<file path="config.mk">
export PLATFORM = sky130hd
export DESIGN_NAME = load_cell_adc_reader_top
export DESIGN_NICKNAME = d
export VERILOG_FILES = /design/src/design/lcar_pkg.sv /design/src/design/lcar_front.sv /design/src/design/lcar_fifo.sv /design/src/design/lcar_back.sv /design/src/design/load_cell_adc_reader_top.sv
export SDC_FILE = /design/constraint.sdc
export NUM_CORES = 1
export LEC_CHECK = 0
export ABC_AREA = 1
export BUFFER_PORTS_ARGS = -buffer_cell sky130_fd_sc_hd__buf_4
export CAP_MARGIN = 25
export CORE_MARGIN = 2
export CORE_UTILIZATION = 50
export DETAILED_ROUTE_END_ITERATION = 10
export GPL_TIMING_DRIVEN = 0
export PLACE_DENSITY = 0.67
export REMOVE_ABC_BUFFERS = 1
export SLEW_MARGIN = 30
export SYNTH_ARGS = -nofsm -noshare
export SYNTH_HDL_FRONTEND = slang
export SYNTH_SLANG_ARGS = --single-unit
</file>
<file path="constraint.sdc">
create_clock -name clk -period 7.1 [get_ports clk]
set_input_delay 0 -clock clk [delete_from_list [all_inputs] [get_ports clk]]
set_output_delay 0 -clock clk [all_outputs]
set_load 0.05 [all_outputs]
</file>
<file path="src/design/lcar_pkg.sv">
// shared types and constants for the load cell reader
// no dependencies
`default_nettype none

package lcar_pkg;

    localparam int DATA_BITS   = 24;
    localparam int SUM_W       = 32;
    localparam int CNT_W       = 8;
    localparam int DIV_N_W     = CNT_W + 1;
    localparam int QUO_W       = 32;
    localparam int STEP_W      = $clog2(QUO_W);
    localparam int FRAC_BITS   = 8;
    localparam int PHASE_W     = 6;
    localparam int IN_TDATA_W  = 8;
    localparam int OUT_TDATA_W = 32;
    localparam int CFG_ADDR_W  = 2;
    localparam int CFG_DATA_W  = 24;
    localparam int QUEUE_DEPTH_DEF = 4;

    localparam logic [PHASE_W-1:0] LAST_PHASE = 6'd49;
    localparam logic [PHASE_W-1:0] LAST_BIT_PHASE = 6'd48;

    // register indexes
    localparam logic [CFG_ADDR_W-1:0] REG_SAMPLES = 2'd0;
    localparam logic [CFG_ADDR_W-1:0] REG_OFFSET  = 2'd1;
    localparam logic [CFG_ADDR_W-1:0] REG_SCALE   = 2'd2;

    localparam logic [CNT_W-1:0]     SAMPLES_RESET = 8'd25;
    localparam logic [DATA_BITS-1:0] OFFSET_RESET  = 24'd0;
    localparam logic [DATA_BITS-1:0] SCALE_RESET   = 24'd256;
    localparam logic [DATA_BITS-1:0] WEIGHT_MAX    = 24'hFFFFFF;

    // one tick's work for the back end
    typedef struct packed {
        logic                 sck;
        logic                 calc;
        logic [SUM_W-1:0]     sum;
        logic [DIV_N_W-1:0]   n;
    } lcar_job_t;

endpackage

`default_nettype wire

</file>
<file path="src/design/lcar_front.sv">
// front end: serial clock phase sequencer, bit shifter and sample accumulator
// depends on lcar_pkg
`default_nettype none

module lcar_front (
    input  wire logic                       clk,
    input  wire logic                       rst_n,
    input  wire logic                       in_valid,
    output logic                            in_ready,
    input  wire logic                       dout_level,
    input  wire logic [lcar_pkg::CNT_W-1:0] samples_to_average,
    input  wire logic                       queue_full,
    output logic                            job_push,
    output lcar_pkg::lcar_job_t             job
);
    import lcar_pkg::*;

    logic [PHASE_W-1:0]   phase_reg, phase_next;
    logic [DATA_BITS-1:0] shift_reg, shift_next;
    logic [SUM_W-1:0]     sum_reg, sum_next;
    logic [CNT_W-1:0]     cnt_reg, cnt_next;

    logic                 accept;
    logic                 sck;
    logic                 calc;
    logic [SUM_W-1:0]     sum_acc;
    logic [CNT_W-1:0]     cnt_inc;
    logic [CNT_W-1:0]     n_eff;
    logic [DIV_N_W-1:0]   n_div;

    assign in_ready = !queue_full;
    assign accept   = in_valid && in_ready;
    assign job_push = accept;

    always_comb
    begin
        phase_next = phase_reg;
        shift_next = shift_reg;
        sum_next   = sum_reg;
        cnt_next   = cnt_reg;
        sck        = 1'b0;
        calc       = 1'b0;
        sum_acc    = sum_reg + {{(SUM_W-DATA_BITS){1'b0}}, shift_reg};
        cnt_inc    = cnt_reg + 1'b1;
        n_eff      = (samples_to_average == '0) ? {{(CNT_W-1){1'b0}}, 1'b1}
                                                : samples_to_average;
        // a wrapped count means 256 conversions
        n_div      = (cnt_inc == '0) ? {1'b1, {CNT_W{1'b0}}} : {1'b0, cnt_inc};
        if (accept)
        begin
            if (phase_reg == '0)
            begin
                if (!dout_level)
                begin
                    sck        = 1'b1;
                    phase_next = {{(PHASE_W-1){1'b0}}, 1'b1};
                    shift_next = '0;
                end
            end
            else if (phase_reg > LAST_PHASE)
            begin
                phase_next = '0;
            end
            else if (phase_reg[0])
            begin
                // clock low half: take the data bit
                if (phase_reg < LAST_BIT_PHASE)
                begin
                    shift_next = {shift_reg[DATA_BITS-2:0], dout_level};
                end
                if (phase_reg == LAST_PHASE)
                begin
                    phase_next = '0;
                    if (cnt_inc >= n_eff || cnt_inc == '0)
                    begin
                        calc     = 1'b1;
                        sum_next = '0;
                        cnt_next = '0;
                    end
                    else
                    begin
                        sum_next = sum_acc;
                        cnt_next = cnt_inc;
                    end
                end
                else
                begin
                    phase_next = phase_reg + 1'b1;
                end
            end
            else
            begin
                sck        = 1'b1;
                phase_next = phase_reg + 1'b1;
            end
        end
    end

    always_comb
    begin
        job.sck  = sck;
        job.calc = calc;
        job.sum  = sum_acc;
        job.n    = n_div;
    end

    always_ff @(posedge clk or negedge rst_n)
    begin
        if (!rst_n)
        begin
            phase_reg <= '0;
            shift_reg <= '0;
            sum_reg   <= '0;
            cnt_reg   <= '0;
        end
        else
        begin
            phase_reg <= phase_next;
            shift_reg <= shift_next;
            sum_reg   <= sum_next;
            cnt_reg   <= cnt_next;
        end
    end

endmodule

`default_nettype wire

</file>
<file path="src/design/lcar_fifo.sv">
// short job queue between the front and back ends
// depends on lcar_pkg
`default_nettype none

module lcar_fifo #(
    parameter int DEPTH = lcar_pkg::QUEUE_DEPTH_DEF
) (
    input  wire logic               clk,
    input  wire logic               rst_n,
    input  wire logic               push,
    input  wire lcar_pkg::lcar_job_t push_data,
    output logic                    full,
    input  wire logic               pop,
    output lcar_pkg::lcar_job_t     pop_data,
    output logic                    empty
);
    import lcar_pkg::*;

    localparam int PTR_W = (DEPTH > 1) ? $clog2(DEPTH) : 1;
    localparam int CNT_QW = $clog2(DEPTH + 1);
    localparam logic [PTR_W-1:0]  PTR_LAST = PTR_W'(DEPTH - 1);
    localparam logic [CNT_QW-1:0] CNT_FULL = CNT_QW'(DEPTH);

    lcar_job_t          mem_reg [DEPTH];
    logic [PTR_W-1:0]   wr_ptr_reg, wr_ptr_next;
    logic [PTR_W-1:0]   rd_ptr_reg, rd_ptr_next;
    logic [CNT_QW-1:0]  count_reg, count_next;
    logic               do_push;
    logic               do_pop;

    assign full     = (count_reg == CNT_FULL);
    assign empty    = (count_reg == '0);
    assign do_push  = push && !full;
    assign do_pop   = pop && !empty;
    assign pop_data = mem_reg[rd_ptr_reg];

    always_comb
    begin
        wr_ptr_next = wr_ptr_reg;
        rd_ptr_next = rd_ptr_reg;
        count_next  = count_reg;
        if (do_push)
        begin
            wr_ptr_next = (wr_ptr_reg == PTR_LAST) ? '0 : wr_ptr_reg + 1'b1;
        end
        if (do_pop)
        begin
            rd_ptr_next = (rd_ptr_reg == PTR_LAST) ? '0 : rd_ptr_reg + 1'b1;
        end
        if (do_push && !do_pop)
        begin
            count_next = count_reg + 1'b1;
        end
        else if (do_pop && !do_push)
        begin
            count_next = count_reg - 1'b1;
        end
    end

    always_ff @(posedge clk)
    begin
        if (do_push)
        begin
            mem_reg[wr_ptr_reg] <= push_data;
        end
    end

    always_ff @(posedge clk or negedge rst_n)
    begin
        if (!rst_n)
        begin
            wr_ptr_reg <= '0;
            rd_ptr_reg <= '0;
            count_reg  <= '0;
        end
        else
        begin
            wr_ptr_reg <= wr_ptr_next;
            rd_ptr_reg <= rd_ptr_next;
            count_reg  <= count_next;
        end
    end

endmodule

`default_nettype wire

</file>
<file path="src/design/lcar_back.sv">
// back end: shared radix-2 divider for average and scale, weight hold, output register
// depends on lcar_pkg
`default_nettype none

module lcar_back (
    input  wire logic                           clk,
    input  wire logic                           rst_n,
    input  wire lcar_pkg::lcar_job_t            job,
    input  wire logic                           queue_empty,
    output logic                                job_pop,
    input  wire logic [lcar_pkg::DATA_BITS-1:0] zero_offset,
    input  wire logic [lcar_pkg::DATA_BITS-1:0] scale_factor,
    output logic                                out_valid,
    input  wire logic                           out_ready,
    output logic                                out_sck,
    output logic                                out_weight_valid,
    output logic [lcar_pkg::DATA_BITS-1:0]      out_weight
);
    import lcar_pkg::*;

    localparam logic [1:0] ST_IDLE  = 2'd0;
    localparam logic [1:0] ST_AVG   = 2'd1;
    localparam logic [1:0] ST_SCALE = 2'd2;
    localparam logic [1:0] ST_SEND  = 2'd3;

    logic [1:0]           state_reg, state_next;
    logic [DATA_BITS-1:0] rem_reg, rem_next;
    logic [QUO_W-1:0]     quo_reg, quo_next;
    logic [DATA_BITS-1:0] dvs_reg, dvs_next;
    logic [STEP_W-1:0]    step_reg, step_next;
    logic                 sck_reg, sck_next;
    logic [DATA_BITS-1:0] hold_reg, hold_next;
    logic                 ov_reg, ov_next;
    logic                 osck_reg, osck_next;
    logic                 owv_reg, owv_next;
    logic [DATA_BITS-1:0] ow_reg, ow_next;

    logic                 slot_free;
    logic [DATA_BITS:0]   rem_sh;
    logic                 fits;
    logic [DATA_BITS:0]   rem_sub;
    logic [QUO_W-1:0]     quo_step;
    logic                 last_step;
    logic [QUO_W-1:0]     diff;
    logic [DATA_BITS-1:0] scale_eff;

    assign slot_free        = !ov_reg || out_ready;
    assign out_valid        = ov_reg;
    assign out_sck          = osck_reg;
    assign out_weight_valid = owv_reg;
    assign out_weight       = ow_reg;

    // one quotient bit per cycle
    assign rem_sh    = {rem_reg, quo_reg[QUO_W-1]};
    assign fits      = (rem_sh >= {1'b0, dvs_reg});
    assign rem_sub   = rem_sh - {1'b0, dvs_reg};
    assign quo_step  = {quo_reg[QUO_W-2:0], fits};
    assign last_step = (step_reg == STEP_W'(QUO_W - 1));

    assign diff      = (quo_step > {{(QUO_W-DATA_BITS){1'b0}}, zero_offset})
                     ? quo_step - {{(QUO_W-DATA_BITS){1'b0}}, zero_offset} : '0;
    assign scale_eff = (scale_factor == '0) ? {{(DATA_BITS-1){1'b0}}, 1'b1}
                                            : scale_factor;

    always_comb
    begin
        state_next = state_reg;
        rem_next   = rem_reg;
        quo_next   = quo_reg;
        dvs_next   = dvs_reg;
        step_next  = step_reg;
        sck_next   = sck_reg;
        hold_next  = hold_reg;
        ov_next    = ov_reg && !out_ready;
        osck_next  = osck_reg;
        owv_next   = owv_reg;
        ow_next    = ow_reg;
        job_pop    = 1'b0;
        case (state_reg)
            ST_IDLE:
            begin
                if (!queue_empty)
                begin
                    if (job.calc)
                    begin
                        job_pop    = 1'b1;
                        sck_next   = job.sck;
                        rem_next   = '0;
                        quo_next   = job.sum;
                        dvs_next   = {{(DATA_BITS-DIV_N_W){1'b0}}, job.n};
                        step_next  = '0;
                        state_next = ST_AVG;
                    end
                    else if (slot_free)
                    begin
                        job_pop   = 1'b1;
                        ov_next   = 1'b1;
                        osck_next = job.sck;
                        owv_next  = 1'b0;
                        ow_next   = hold_reg;
                    end
                end
            end
            ST_AVG:
            begin
                step_next = step_reg + 1'b1;
                rem_next  = fits ? rem_sub[DATA_BITS-1:0] : rem_sh[DATA_BITS-1:0];
                quo_next  = quo_step;
                if (last_step)
                begin
                    // tare and fraction shift, then divide by the scale
                    rem_next   = '0;
                    quo_next   = {diff[DATA_BITS-1:0], {FRAC_BITS{1'b0}}};
                    dvs_next   = scale_eff;
                    state_next = ST_SCALE;
                end
            end
            ST_SCALE:
            begin
                step_next = step_reg + 1'b1;
                rem_next  = fits ? rem_sub[DATA_BITS-1:0] : rem_sh[DATA_BITS-1:0];
                quo_next  = quo_step;
                if (last_step)
                begin
                    hold_next  = (|quo_step[QUO_W-1:DATA_BITS]) ? WEIGHT_MAX
                                                                : quo_step[DATA_BITS-1:0];
                    state_next = ST_SEND;
                end
            end
            ST_SEND:
            begin
                if (slot_free)
                begin
                    ov_next    = 1'b1;
                    osck_next  = sck_reg;
                    owv_next   = 1'b1;
                    ow_next    = hold_reg;
                    state_next = ST_IDLE;
                end
            end
            default:
            begin
                state_next = ST_IDLE;
            end
        endcase
    end

    always_ff @(posedge clk)
    begin
        rem_reg  <= rem_next;
        quo_reg  <= quo_next;
        dvs_reg  <= dvs_next;
        step_reg <= step_next;
        sck_reg  <= sck_next;
        osck_reg <= osck_next;
        owv_reg  <= owv_next;
        ow_reg   <= ow_next;
    end

    always_ff @(posedge clk or negedge rst_n)
    begin
        if (!rst_n)
        begin
            state_reg <= ST_IDLE;
            hold_reg  <= '0;
            ov_reg    <= 1'b0;
        end
        else
        begin
            state_reg <= state_next;
            hold_reg  <= hold_next;
            ov_reg    <= ov_next;
        end
    end

endmodule

`default_nettype wire

</file>
<file path="src/design/load_cell_adc_reader_top.sv">
// channel      | dir | tdata (low bit up)          | tuser
// s_axis       | in  | dout_level, 7 pad           | -
// m_axis       | out | sck_level, weight[23:0], pad| weight_valid
// cfg          | in  | cfg_addr 0 samples, 1 offset, 2 scale; cfg_wdata 24 bit
//
// a tick that does not finish an average goes from the job queue into the output register once that is free
// the tick that finishes an average is worked in the back end:
// two 32-step divisions (sum by count, then tare-corrected value by scale)
// share one radix-2 divider, one quotient bit per cycle
// the job queue lets ticks be taken while the divider runs or the output stalls
// reset clears the phase, accumulator, held weight and queue; registers to reset values
//
// top level of the load cell reader; depends on lcar_pkg, lcar_front, lcar_fifo, lcar_back
`default_nettype none

module load_cell_adc_reader_top #(
    parameter int QUEUE_DEPTH = lcar_pkg::QUEUE_DEPTH_DEF
) (
    input  wire logic                             clk,
    input  wire logic                             rst_n,
    input  wire logic                             s_axis_tvalid,
    output logic                                  s_axis_tready,
    // bit 0 dout_level
    input  wire logic [lcar_pkg::IN_TDATA_W-1:0]  s_axis_tdata,
    output logic                                  m_axis_tvalid,
    input  wire logic                             m_axis_tready,
    // bit 0 sck_level, bits 24:1 weight
    output logic [lcar_pkg::OUT_TDATA_W-1:0]      m_axis_tdata,
    // bit 0 weight_valid
    output logic                                  m_axis_tuser,
    input  wire logic                             cfg_we,
    input  wire logic [lcar_pkg::CFG_ADDR_W-1:0]  cfg_addr,
    input  wire logic [lcar_pkg::CFG_DATA_W-1:0]  cfg_wdata
);
    import lcar_pkg::*;

    logic [CNT_W-1:0]     samples_reg;
    logic [DATA_BITS-1:0] offset_reg;
    logic [DATA_BITS-1:0] scale_reg;

    lcar_job_t            push_job;
    lcar_job_t            head_job;
    logic                 push;
    logic                 pop;
    logic                 full;
    logic                 empty;
    logic                 out_sck;
    logic [DATA_BITS-1:0] out_weight;

    always_ff @(posedge clk or negedge rst_n)
    begin
        if (!rst_n)
        begin
            samples_reg <= SAMPLES_RESET;
            offset_reg  <= OFFSET_RESET;
            scale_reg   <= SCALE_RESET;
        end
        else if (cfg_we)
        begin
            case (cfg_addr)
                REG_SAMPLES: samples_reg <= cfg_wdata[CNT_W-1:0];
                REG_OFFSET:  offset_reg  <= cfg_wdata[DATA_BITS-1:0];
                REG_SCALE:   scale_reg   <= cfg_wdata[DATA_BITS-1:0];
                default:     samples_reg <= samples_reg;
            endcase
        end
    end

    lcar_front u_front (
        .clk                (clk),
        .rst_n              (rst_n),
        .in_valid           (s_axis_tvalid),
        .in_ready           (s_axis_tready),
        .dout_level         (s_axis_tdata[0]),
        .samples_to_average (samples_reg),
        .queue_full         (full),
        .job_push           (push),
        .job                (push_job)
    );

    lcar_fifo #(
        .DEPTH (QUEUE_DEPTH)
    ) u_fifo (
        .clk       (clk),
        .rst_n     (rst_n),
        .push      (push),
        .push_data (push_job),
        .full      (full),
        .pop       (pop),
        .pop_data  (head_job),
        .empty     (empty)
    );

    lcar_back u_back (
        .clk              (clk),
        .rst_n            (rst_n),
        .job              (head_job),
        .queue_empty      (empty),
        .job_pop          (pop),
        .zero_offset      (offset_reg),
        .scale_factor     (scale_reg),
        .out_valid        (m_axis_tvalid),
        .out_ready        (m_axis_tready),
        .out_sck          (out_sck),
        .out_weight_valid (m_axis_tuser),
        .out_weight       (out_weight)
    );

    assign m_axis_tdata = {{(OUT_TDATA_W-DATA_BITS-1){1'b0}}, out_weight, out_sck};

endmodule

`default_nettype wire

</file>
==> flow_summary.toml, run 1 <==
[die]
die_y_um = 224.3
start_util_pct = 50.73
io_pins = 74
std_cell_rows = 80
core_area_um2 = 47850
die_x_um = 224.3
die_area_um2 = 50330

[sta]
fin_tns_setup_ps = 0
tightest_slew_ps = 923.0
rsz0062_at_grt = "no"
finalHoldWorstSlack_ps = 14.48
drv_slew = 0
period_share_pct = 74.77
period_needed_ps = 5308
max_freq_mhz = 188.4
fin_skew_ps = 22.07
hold_viol_final = 0
setup_slack_ps = 1792
relSlewSlack_pct = 38.08
setup_viol = 0

[setup_path]
worstPathArrival_ps = 5640
crit_type = "reg2reg"
max_stage_delay_ps = 630
cp_slowest_cell = "nand3_2"
path_cells = "ha_1, nand2_1, nor2_1, nand3_1, nand3_1, nand3_2, nand3_2, inv_2, ha_1, inv_1, fa_1, nand3_1, nand3_2, nand2_1, nand2_2, nand2_1, nand2_1, nand2_2, nand2_2, nand3_4, o21bai_1"
crit_path_frequent_cell = "nand2_1"
required_ps = 7430
start_kind = "flip-flop"
path_max_fanout = 23
crit_path_end_kind = "flip-flop"
cp_num_buf_inv = 2
cp_top_family = "simple AND/OR/NAND/NOR gates"

[synthesis]
synth_seq_cells = 444
yosys_warnings = 0
synth_edf_count = 284
synth_flop_cell = "edfxtp_1"
yosys.area.top_type = "edfxtp_1"
synth_cell_types = 56
synth.cell_area_um2 = 24270
avgSynthCellArea_um2 = 8.429
syn_inst = 2880
yosys.cell_count.top_type = "nand2_1"
async_flop_share_pct = 36.04
synthTopCellsByCount = "nand2_1 (813), inv_1 (516), edfxtp_1 (284)"
yosysSeqAreaShare_pct = 51.65
yosys.area.top_type_share_pct = 35.13
synthTopCellsByArea = "edfxtp_1 (35%), dfrtp_1 (16%), nand2_1 (13%)"

[power]
leakagePower_nw = 13.30
power.density_nw_per_um2 = 320.8
irDropWorstVdd_mv = 0.3362

[finish]
largest_reg_flops = 172
nets = 3100
areaGrowthSynthToFinish_pct = 13.57
multi_input_area_um2 = 9430
instances_no_fill = 3615
nFillCells = 4273
final_cell_area_um2 = 27570
antenna_cells = 0
drive_above_1_share_pct = 7.500
regArea_um2 = 12540

[outcome]
outcome = "finished, final reports clean"

[global_routing]
globalRouteTotalUtil_pct = 24.71
overflow = 0
antenna_found_initial = 0
grt_start_max_net_pins = 78
grt_pass1_vias = 18850
grt_pass1_wl_um = 98020

[routing]
ant_nets = 0
num_vias = 19071
drt-initial-drc-count = 1419
viasPerCell = 5.276
firstDrtPassIters = 5
avgRoutedWirePerCell_um = 17.01
drc = 0
wl_um = 61480

[placed_design]
place_inst = 3492
dpl.hpwl_um = 44720
postPlaceCellArea_um2 = 25640
dpl_worst_slack_ps = 1815
numPortBuffers = 59
gp_congestion = 0.9528

[cts]
cts.clk_slew.worst_paths_ps = 60
clk-insertion-delay-late_ps = 580
numCtsBuffers = 47
cts_tree = "yes"
h-tree-depth = 2
post-cts-setup-buffers = 0
cts_root_buffer = "clkbuf_16"
cts.path.max_buffers = 3
cts.sinks = 444

[hold_path]
hold_path_class = "in2async"

[run]
cap_violations = 0
[per-stage QoR]
| stage | utilization (%) | total power, mW |
|---|---|---|
| after global routing | 57.62 | 9.415 |
| final | 57.62 | 8.845 |
| after floorplan | - | 5.504 |
| after detailed placement | 53.59 | 6.342 |
| after CTS | 57.63 | 8.891 |
| after global placement | 52.41 | 6.199 |
[timing repair]
| item | in CTS | in global routing |
|---|---|---|
| hold buffers | 35 | 0 |
| endpoints found under the hold margin | 231 | 0 |
| gates resized for setup | 0 | 0 |
[worst reg2reg max path: cells and delay by family (launching register included)]
kind	cells	cell delay, ps
AND/OR/NAND/NOR	15	2830
adder cells (fa/ha/maj)	3	910
AO/OA/AOI/OAI	1	500
flip-flops	1	430
buffers and inverters	2	380
[power breakdown]
group	switching, mW	leakage (nW)	internal, mW
registers	0.228	4.76	3.39
clock network	1.02	0.756	1.49
logic	1.80	7.78	0.921
total	3.05	13.3	5.80
[path summary, 6_finish.rpt]
check / from / to / slack, ps / depth (start not counted)
min in group clk: s_axis_tvalid / u_front.phase_reg[0]$_DFFE_PN0P_ / 90 / 4
hold / removal: rst_n / u_back.hold_reg[15]$_DFFE_PN0P_ / 10 / 3
hold reg to reg: u_back.hold_reg[8]$_DFFE_PN0P_ / u_back.out_weight[8]$_DFFE_PP_ / 450 / 0
max in group asynchronous: rst_n / u_fifo.rd_ptr_reg[0]$_DFFE_PN0P_ / 6080 / 3
setup / recovery: u_back.rem_reg[5]$_DFFE_PP_ / u_back.quo_reg[31]$_DFFE_PP_ / 1790 / 21
setup reg to reg: u_back.rem_reg[5]$_DFFE_PP_ / u_back.quo_reg[31]$_DFFE_PP_ / 1790 / 21
[layout make-up]
| cell class | count | share of cell area, % |
|---|---|---|
| clock buffers | 61 | 4.607 |
| clock inverters | 27 | 1.130 |
| inverters | 528 | 7.216 |
| multi-input cells | 1828 | 34.21 |
| flip-flops and latches | 444 | 45.49 |
| well taps | 615 | 2.791 |
| repair buffers | 112 | 4.557 |
[cell families after synthesis]
| family | count (synthesis) | synth area share, % |
|---|---|---|
| buffers and inverters | 614 | 9.969 |
| adders and majority gates | 100 | 5.278 |
| xor gates and xnor gates | 47 | 1.696 |
| muxes | 1 | 0.04124 |
| other | 1 | 0.01545 |
| AOI/OAI and AO/OA | 396 | 9.422 |
| DFF | 444 | 51.65 |
| and+or+nand+nor | 1277 | 21.93 |
[layout by cell type (no fill, tap or decap), types with 5 or more instances in the layout]
| cell type | count |
|---|---|
| o21ai_0 | 166 |
| nand2_2 | 8 |
| dfrtp_1 | 154 |
| o21bai_2 | 10 |
| and2_1 | 9 |
| ha_1 | 94 |
| nor2_4 | 9 |
| clkbuf_16 | 48 |
| nand3b_1 | 13 |
| a21oi_1 | 141 |
| clkbuf_1 | 11 |
| nor3_1 | 15 |
| nor2_1 | 207 |
| clkinvlp_4 | 6 |
| nor2_2 | 5 |
| nand3_2 | 9 |
| nand3_1 | 124 |
| xnor2_1 | 30 |
| edfxtp_1 | 284 |
| o21bai_1 | 17 |
| o22ai_1 | 11 |
| a221o_1 | 18 |
| inv_1 | 513 |
| bufinv_16 | 6 |
| clkinv_2 | 9 |
| inv_2 | 10 |
| clkinv_1 | 5 |
| buf_16 | 14 |
| o31ai_1 | 11 |
| xor2_1 | 17 |
| nor4_1 | 5 |
| dlygate4sd3_1 | 34 |
| buf_4 | 58 |
| conb_1 | 7 |
| nand4_1 | 53 |
| nand2_1 | 811 |
[routing by layer]
metal | global-route usage (%) | share of wire (%) | vias to the layer above
met5 | 0 | 0 | -
met4 | 8.951 | 3.6 | 0
met3 | 3.266 | 4.7 | 111
met2 | 42.43 | 48 | 456
met1 | 32.15 | 44 | 9074
li1 | - | - | 9430
(Power assumes the default switching activity.)
==> run 2, diff against run 1 <==
- ABC_AREA: 1 -> 0
- PLACE_DENSITY: 0.67 -> 0.7
- clock period: 7.1 -> 4.85 ns (I/O delays scaled with it)
==> run 2 against run 1 <==
Worst hold slack improved by 200 ps. Die area fell by 8.8%. Flip-flop and latch count stayed put. Highest routed layer unchanged. Wire length decreased by 21%. Cell area down 7.7%. First-iteration DRC count is 33% lower. Critical path type unchanged. Clock power is 35% higher.
==> flow_summary.toml, run 2 <==
[finish]
mostFrequentLayoutCells = "edfxtp_1 (284), nand2_1 (214), dfrtp_1 (154)"
final_common_cell = "edfxtp_1"
nets = 2109
final_cell_area_um2 = 25440
largest_reg_flops = 172
instances_no_fill = 2600
areaGrowthSynthToFinish_pct = 15.05
antenna_cells = 0
drive_above_1_share_pct = 16.48

[sta]
drv_slew = 0
period_needed_ps = 4568
setup_viol = 0
finalHoldWorstSlack_ps = 210.4
fin_skew_ps = 27.89
max_freq_mhz = 218.9
tightest_slew_ps = 1019
fin_tns_setup_ps = 0
rsz0062_at_grt = "no"
relSlewSlack_pct = 31.98
period_share_pct = 94.19
hold_viol_final = 0

[setup_path]
path_cells = "ha_1, and3_1, nand2b_1, a221o_1, and3_1, o21ai_4, a31oi_4, inv_8, ha_1, inv_1, fa_1, a21o_1, a21oi_4, o31ai_4, nand4_1, a21oi_2, or3_1, a32oi_2, a21oi_1"
worstPathArrival_ps = 4880
cp_slowest_cell = "fa_1"
crit_type = "reg2reg"
max_stage_delay_ps = 410
cp_num_buf_inv = 2
start_kind = "flip-flop"
crit_path_end_kind = "flip-flop"
r2r_slack_ps = 280
cp_top_family = "compound AO/OA/AOI/OAI gates"
path_max_fanout = 5
required_ps = 5160

[synthesis]
synth_edf_count = 284
async_flop_share_pct = 36.04
yosys.area.top_type = "edfxtp_1"
yosys.area.top_type_share_pct = 38.57
synth_cell_types = 89
yosys.cell_count.top_type = "edfxtp_1"
synth.cell_area_um2 = 22110
yosys_warnings = 0
avgSynthCellArea_um2 = 11.81
synth_seq_cells = 444
yosysSeqAreaShare_pct = 56.70
syn_inst = 1873
synthTopCellsByCount = "edfxtp_1 (284), nand2_1 (216), dfrtp_1 (156)"
synth_flop_cell = "edfxtp_1"
synthTopCellsByArea = "edfxtp_1 (39%), dfrtp_1 (18%), ha_1 (5.4%)"

[power]
leakagePower_nw = 10.38
irDropWorstVdd_mv = 0.4066
fin_total_pwr_mw = 16.67
p_comb_share_pct = 43.3
p_seq_share_pct = 36.4
power.density_nw_per_um2 = 655.1
power.switching_mw = 6.500
clkPwrFrac_pct = 20.3
p_int_mw = 10.17
switching_share_pct = 39.00

[global_routing]
globalRouteTotalUtil_pct = 21.39
grt_pass1_vias = 14810
antenna_found_initial = 0
grt_pass1_wl_um = 79010
grt_start_max_net_pins = 82
overflow = 0

[cts]
cts_tree = "yes"
cts.sinks = 444
clk-insertion-delay-late_ps = 580
cts_root_buffer = "clkbuf_16"
h-tree-depth = 2
cts.path.max_buffers = 3
numCtsBuffers = 46
cts.clk_slew.worst_paths_ps = 60

[die]
io_pins = 74
std_cell_rows = 77
core_area_um2 = 43930
die_area_um2 = 45920
die_x_um = 214.3
start_util_pct = 50.33
die_y_um = 214.3

[placed_design]
numPortBuffers = 59
dpl.hpwl_um = 33230
place_inst = 2466
postPlaceCellArea_um2 = 23440
gp_congestion = 0.9532

[hold_path]
hold_path_class = "in2reg"

[routing]
drt-initial-drc-count = 946
wl_um = 48740
viasPerCell = 5.668
drc = 0
ant_nets = 0
firstDrtPassIters = 6
avgRoutedWirePerCell_um = 18.75
num_vias = 14737

[run]
cap_violations = 0

[outcome]
outcome = "finished, final reports clean"
[run 2: worst register-to-register path: stages, from the launching register on]
cell and delay (ps):
edfxtp_1 400, ha_1 360, and3_1 220, nand2b_1 150
a221o_1 360, and3_1 240, o21ai_4 180, a31oi_4 150
inv_8 100, ha_1 160, inv_1 60, fa_1 410
a21o_1 210, a21oi_4 210, o31ai_4 120, nand4_1 170
a21oi_2 100, or3_1 340, a32oi_2 240, a21oi_1 90
[run 2: layout make-up]
| type | count | area (um2) |
|---|---|---|
| clock buffers | 67 | 1314 |
| clock inverters | 19 | 135.1 |
| fillers | 3553 | 18490 |
| inverters | 116 | 442.9 |
| multi-input cells | 1239 | 9007 |
| flip-flops and latches | 444 | 12540 |
| well taps | 592 | 740.7 |
| repair buffers | 122 | 1250 |
| repair inverters | 1 | 6.256 |
[run 2: final timing paths]
path / start / depth (start not counted) / end
max in group asynchronous: rst_n / 5 / u_front.sum_reg[28]$_DFFE_PN0P_
min reg2reg: u_back.hold_reg[19]$_DFFE_PN0P_ / 0 / u_back.out_weight[19]$_DFFE_PP_
min in group asynchronous: rst_n / 4 / u_back.hold_reg[5]$_DFFE_PN0P_
max reg2reg: u_back.rem_reg[14]$_DFFE_PP_ / 19 / u_back.quo_reg[28]$_DFFE_PP_
min: cfg_wdata[20] / 3 / scale_reg[20]$_DFFE_PN0P_
max: u_back.rem_reg[14]$_DFFE_PP_ / 19 / u_back.quo_reg[28]$_DFFE_PP_
[run 2: metrics by stage]
| stage | utilization (%) | setup WS [ps] |
|---|---|---|
| floorplan | - | -556.1 |
| global placement | 52.27 | -2602 |
| detailed placement | 53.34 | -1256 |
| CTS | 57.65 | 32.11 |
| global route | 57.91 | 19.59 |
| finish | 57.91 | 282.0 |
[run 2: cell families after synthesis]
kind of cell	Yosys count	synth area share (%)
other	1	0.01696
adder cells (fa/ha/maj)	100	5.794
multiplexers	107	7.605
buffers and inverters	198	3.570
AO/OA/AOI/OAI	392	11.64
XOR/XNOR	71	2.812
flip-flops	444	56.70
AND/OR/NAND/NOR	560	11.86
[run 2: metal layers]
layer | wire length (um) | track usage, %
met5 | 0 | 0
met4 | 1387 | 6.759
met3 | 2189 | 3.319
met2 | 24200 | 36.63
met1 | 20970 | 28.13
[run 2: what timing repair did]
| item | in CTS | in global routing |
|---|---|---|
| pin swaps | 2 | 6 |
| setup endpoints to repair | 24 | 24 |
| gates resized for setup | 10 | 12 |
| hold endpoints to repair | 243 | 0 |
| hold buffers | 37 | 0 |
| buffers inserted | 3 | 5 |
| gates cloned | 1 | 2 |
[run 2: power groups by stage]
| stage | clock network [mW] | logic, mW | registers, mW |
|---|---|---|---|
| after floorplan | 0 | 4.47 | 6.46 |
| after global placement | 0 | 6.31 | 6.29 |
| after detailed placement | 0 | 6.90 | 6.13 |
| after CTS | 3.44 | 7.08 | 6.07 |
| after global routing | 3.60 | 7.93 | 6.18 |
| final | 3.38 | 7.22 | 6.07 |
==> run 3, diff against run 2 <==
- REMOVE_ABC_BUFFERS: 1 -> not set
==> run 3 against run 2 <==
Critical path depth increased by 3. First-iteration DRC count increased by 46%. Sequential share of layout area is 0.80 points lower. Flip-flop and latch count stayed put. Wire length up 6.4%. Maximum frequency down 2.7%. Largest power group unchanged. Final cell count rose by 2.8%. Register-to-register slack worse by 130 ps.
==> flow_summary.toml, run 3 (synthesis results as in run 2) <==
[outcome]
outcome = "finished, final reports clean"

[setup_path]
r2r-start = "u_back.dvs_reg[14]$_SDFFCE_PP0P_"
crit_type = "reg2reg"
cp_slowest_cell = "edfxtp_1"
r2r_slack_ps = 150
path_cells = "inv_1, ha_2, and3_1, nand2b_1, a221o_1, and3_1, o21ai_4, a31oi_4, buf_12, inv_8, ha_1, inv_1, fa_2, a21o_1, a21oi_4, o31ai_4, nand4_1, a21oi_1, o21a_1, buf_4, a32oi_4, a21oi_1"
crit_path_end_kind = "flip-flop"
worstPathArrival_ps = 4990
start_kind = "flip-flop"
path_max_fanout = 10
reg2reg_depth = 22
cp_num_buf_inv = 5
max_stage_delay_ps = 420
required_ps = 5150
cp_top_family = "compound AO/OA/AOI/OAI gates"
r2r_end = "u_back.quo_reg[15]$_DFFE_PP_"

[routing]
firstDrtPassIters = 6
drt-initial-drc-count = 1382
wl_um = 51870
viasPerCell = 5.676
drc = 0
ant_nets = 0
avgRoutedWirePerCell_um = 19.41
num_vias = 15165

[die]
die_x_um = 214.3
die_area_um2 = 45920
start_util_pct = 50.33
die_y_um = 214.3
std_cell_rows = 77
io_pins = 74
core_area_um2 = 43930

[sta]
hold_viol_final = 0
finalHoldWorstSlack_ps = 235.9
fin_skew_ps = 20.87
period_needed_ps = 4696
tightest_slew_ps = 766.7
setup_slack_ps = 154.2
drv_slew = 0
max_freq_mhz = 213.0
setup_viol = 0
relSlewSlack_pct = 48.35
period_share_pct = 96.82
fin_tns_setup_ps = 0

[cts]
cts.sinks = 444
cts.path.max_buffers = 3
numCtsBuffers = 47
h-tree-depth = 2
clk-insertion-delay-late_ps = 580
cts_root_buffer = "clkbuf_16"
cts_tree = "yes"
cts.clk_slew.worst_paths_ps = 70

[finish]
largest_reg_flops = 172
nFillCells = 3533
areaGrowthSynthToFinish_pct = 16.87
nets = 2181
final_common_cell = "edfxtp_1"
multi_input_area_um2 = 8986
mostFrequentLayoutCells = "edfxtp_1 (284), nand2_1 (216), dfrtp_1 (156)"
regArea_um2 = 12540
drive_above_1_share_pct = 16.30
antenna_cells = 0
fin_util_pct = 58.83

[global_routing]
grt_pass1_wl_um = 82370
overflow = 0
grt_pass1_vias = 15321
globalRouteTotalUtil_pct = 22.59
grt_start_max_net_pins = 80
antenna_found_initial = 0

[power]
irDropWorstVdd_mv = 0.4089
clkPwrFrac_pct = 21.6
power.density_nw_per_um2 = 669.8
leakagePower_nw = 10.59
p_seq_share_pct = 34.9
p_int_mw = 10.51
switching_share_pct = 39.29
p_comb_share_pct = 43.5
power.switching_mw = 6.802

[hold_path]
worst_hold_path.num_cells = 3
hold_path_startpoint = "cfg_wdata[23]"
hold_path_class = "in2reg"
min_to = "offset_reg[23]$_DFFE_PN0P_"

[placed_design]
numPortBuffers = 59
gp_congestion = 0.9039
dpl_worst_slack_ps = -734.6
dpl.hpwl_um = 36910

[run]
cap_violations = 0
-- run 3: area by class of cell --
type / instances / share of cell area (%)
well taps: 592 / 2.866
flip-flops and latches: 444 / 48.51
plain buffers: 81 / 1.370
multi-input cells: 1237 / 34.77
clock buffers: 60 / 4.938
inverters: 116 / 1.714
clock inverters: 27 / 1.298
repair buffers: 115 / 4.532
-- run 3: tightest hold or removal path, cell delays in order --
cell	delay (ps)
dlygate4sd3_1	530
buf_4	120
mux2_2	130
-- run 3: per-layer routing --
layer | track usage, % | part of all wire (%)
met1 | 30.05 | 43
met2 | 38.20 | 49
met3 | 3.872 | 4.9
met4 | 6.736 | 2.8
met5 | 0 | 0
-- run 3: worst max path at each step --
stage | startpoint | end | slack [ps] | cells past startpoint
floorplan | u_back.rem_reg[13]$_DFFE_PP_ | u_back.quo_reg[28]$_DFFE_PP_ | 380 | 21
global placement | u_fifo.rd_ptr_reg[0]$_DFFE_PN0P_ | u_back.rem_reg[17]$_DFFE_PP_ | -770 | 5
detailed placement | u_back.dvs_reg[14]$_SDFFCE_PP0P_ | u_back.quo_reg[31]$_DFFE_PP_ | -730 | 19
CTS | u_back.dvs_reg[14]$_SDFFCE_PP0P_ | u_back.quo_reg[15]$_DFFE_PP_ | 40 | 21
global route | u_back.rem_reg[9]$_DFFE_PP_ | u_back.quo_reg[26]$_DFFE_PP_ | -20 | 21
finish | u_back.dvs_reg[14]$_SDFFCE_PP0P_ | u_back.quo_reg[15]$_DFFE_PP_ | 150 | 22
-- run 3: power by group through the flow --
| stage | registers, mW | clock network (mW) | logic [mW] |
|---|---|---|---|
| 6_report | 6.04 | 3.73 | 7.54 |
| 5_1_grt | 6.14 | 3.94 | 8.24 |
| 4_1_cts | 6.02 | 3.79 | 7.30 |
| 3_5_place_dp | 6.09 | 0 | 7.14 |
| 3_3_place_gp | 6.13 | 0 | 6.73 |
| 2_1_floorplan | 6.32 | 0 | 4.72 |
-- run 3: per-stage QoR --
| step | power [mW] | cell area [um2] | cells |
|---|---|---|---|
| floorplan | 11.03 | 22140 | 1879 |
| global placement | 12.86 | 23320 | 2530 |
| detailed placement | 13.23 | 23630 | 2540 |
| CTS | 17.12 | 25690 | 2667 |
| global route | 18.32 | 25840 | 2672 |
| finish | 17.31 | 25840 | 2672 |
-- run 3: timing repair --
action                                  in CTS  in global routing
hold buffers                                39                  0
buffers inserted                             2                  5
endpoints found under the setup margin      24                 24
resized for setup                           11                 14
pin swaps                                    2                  5
gates cloned                                 0                  0
endpoints found under the hold margin      241                  0
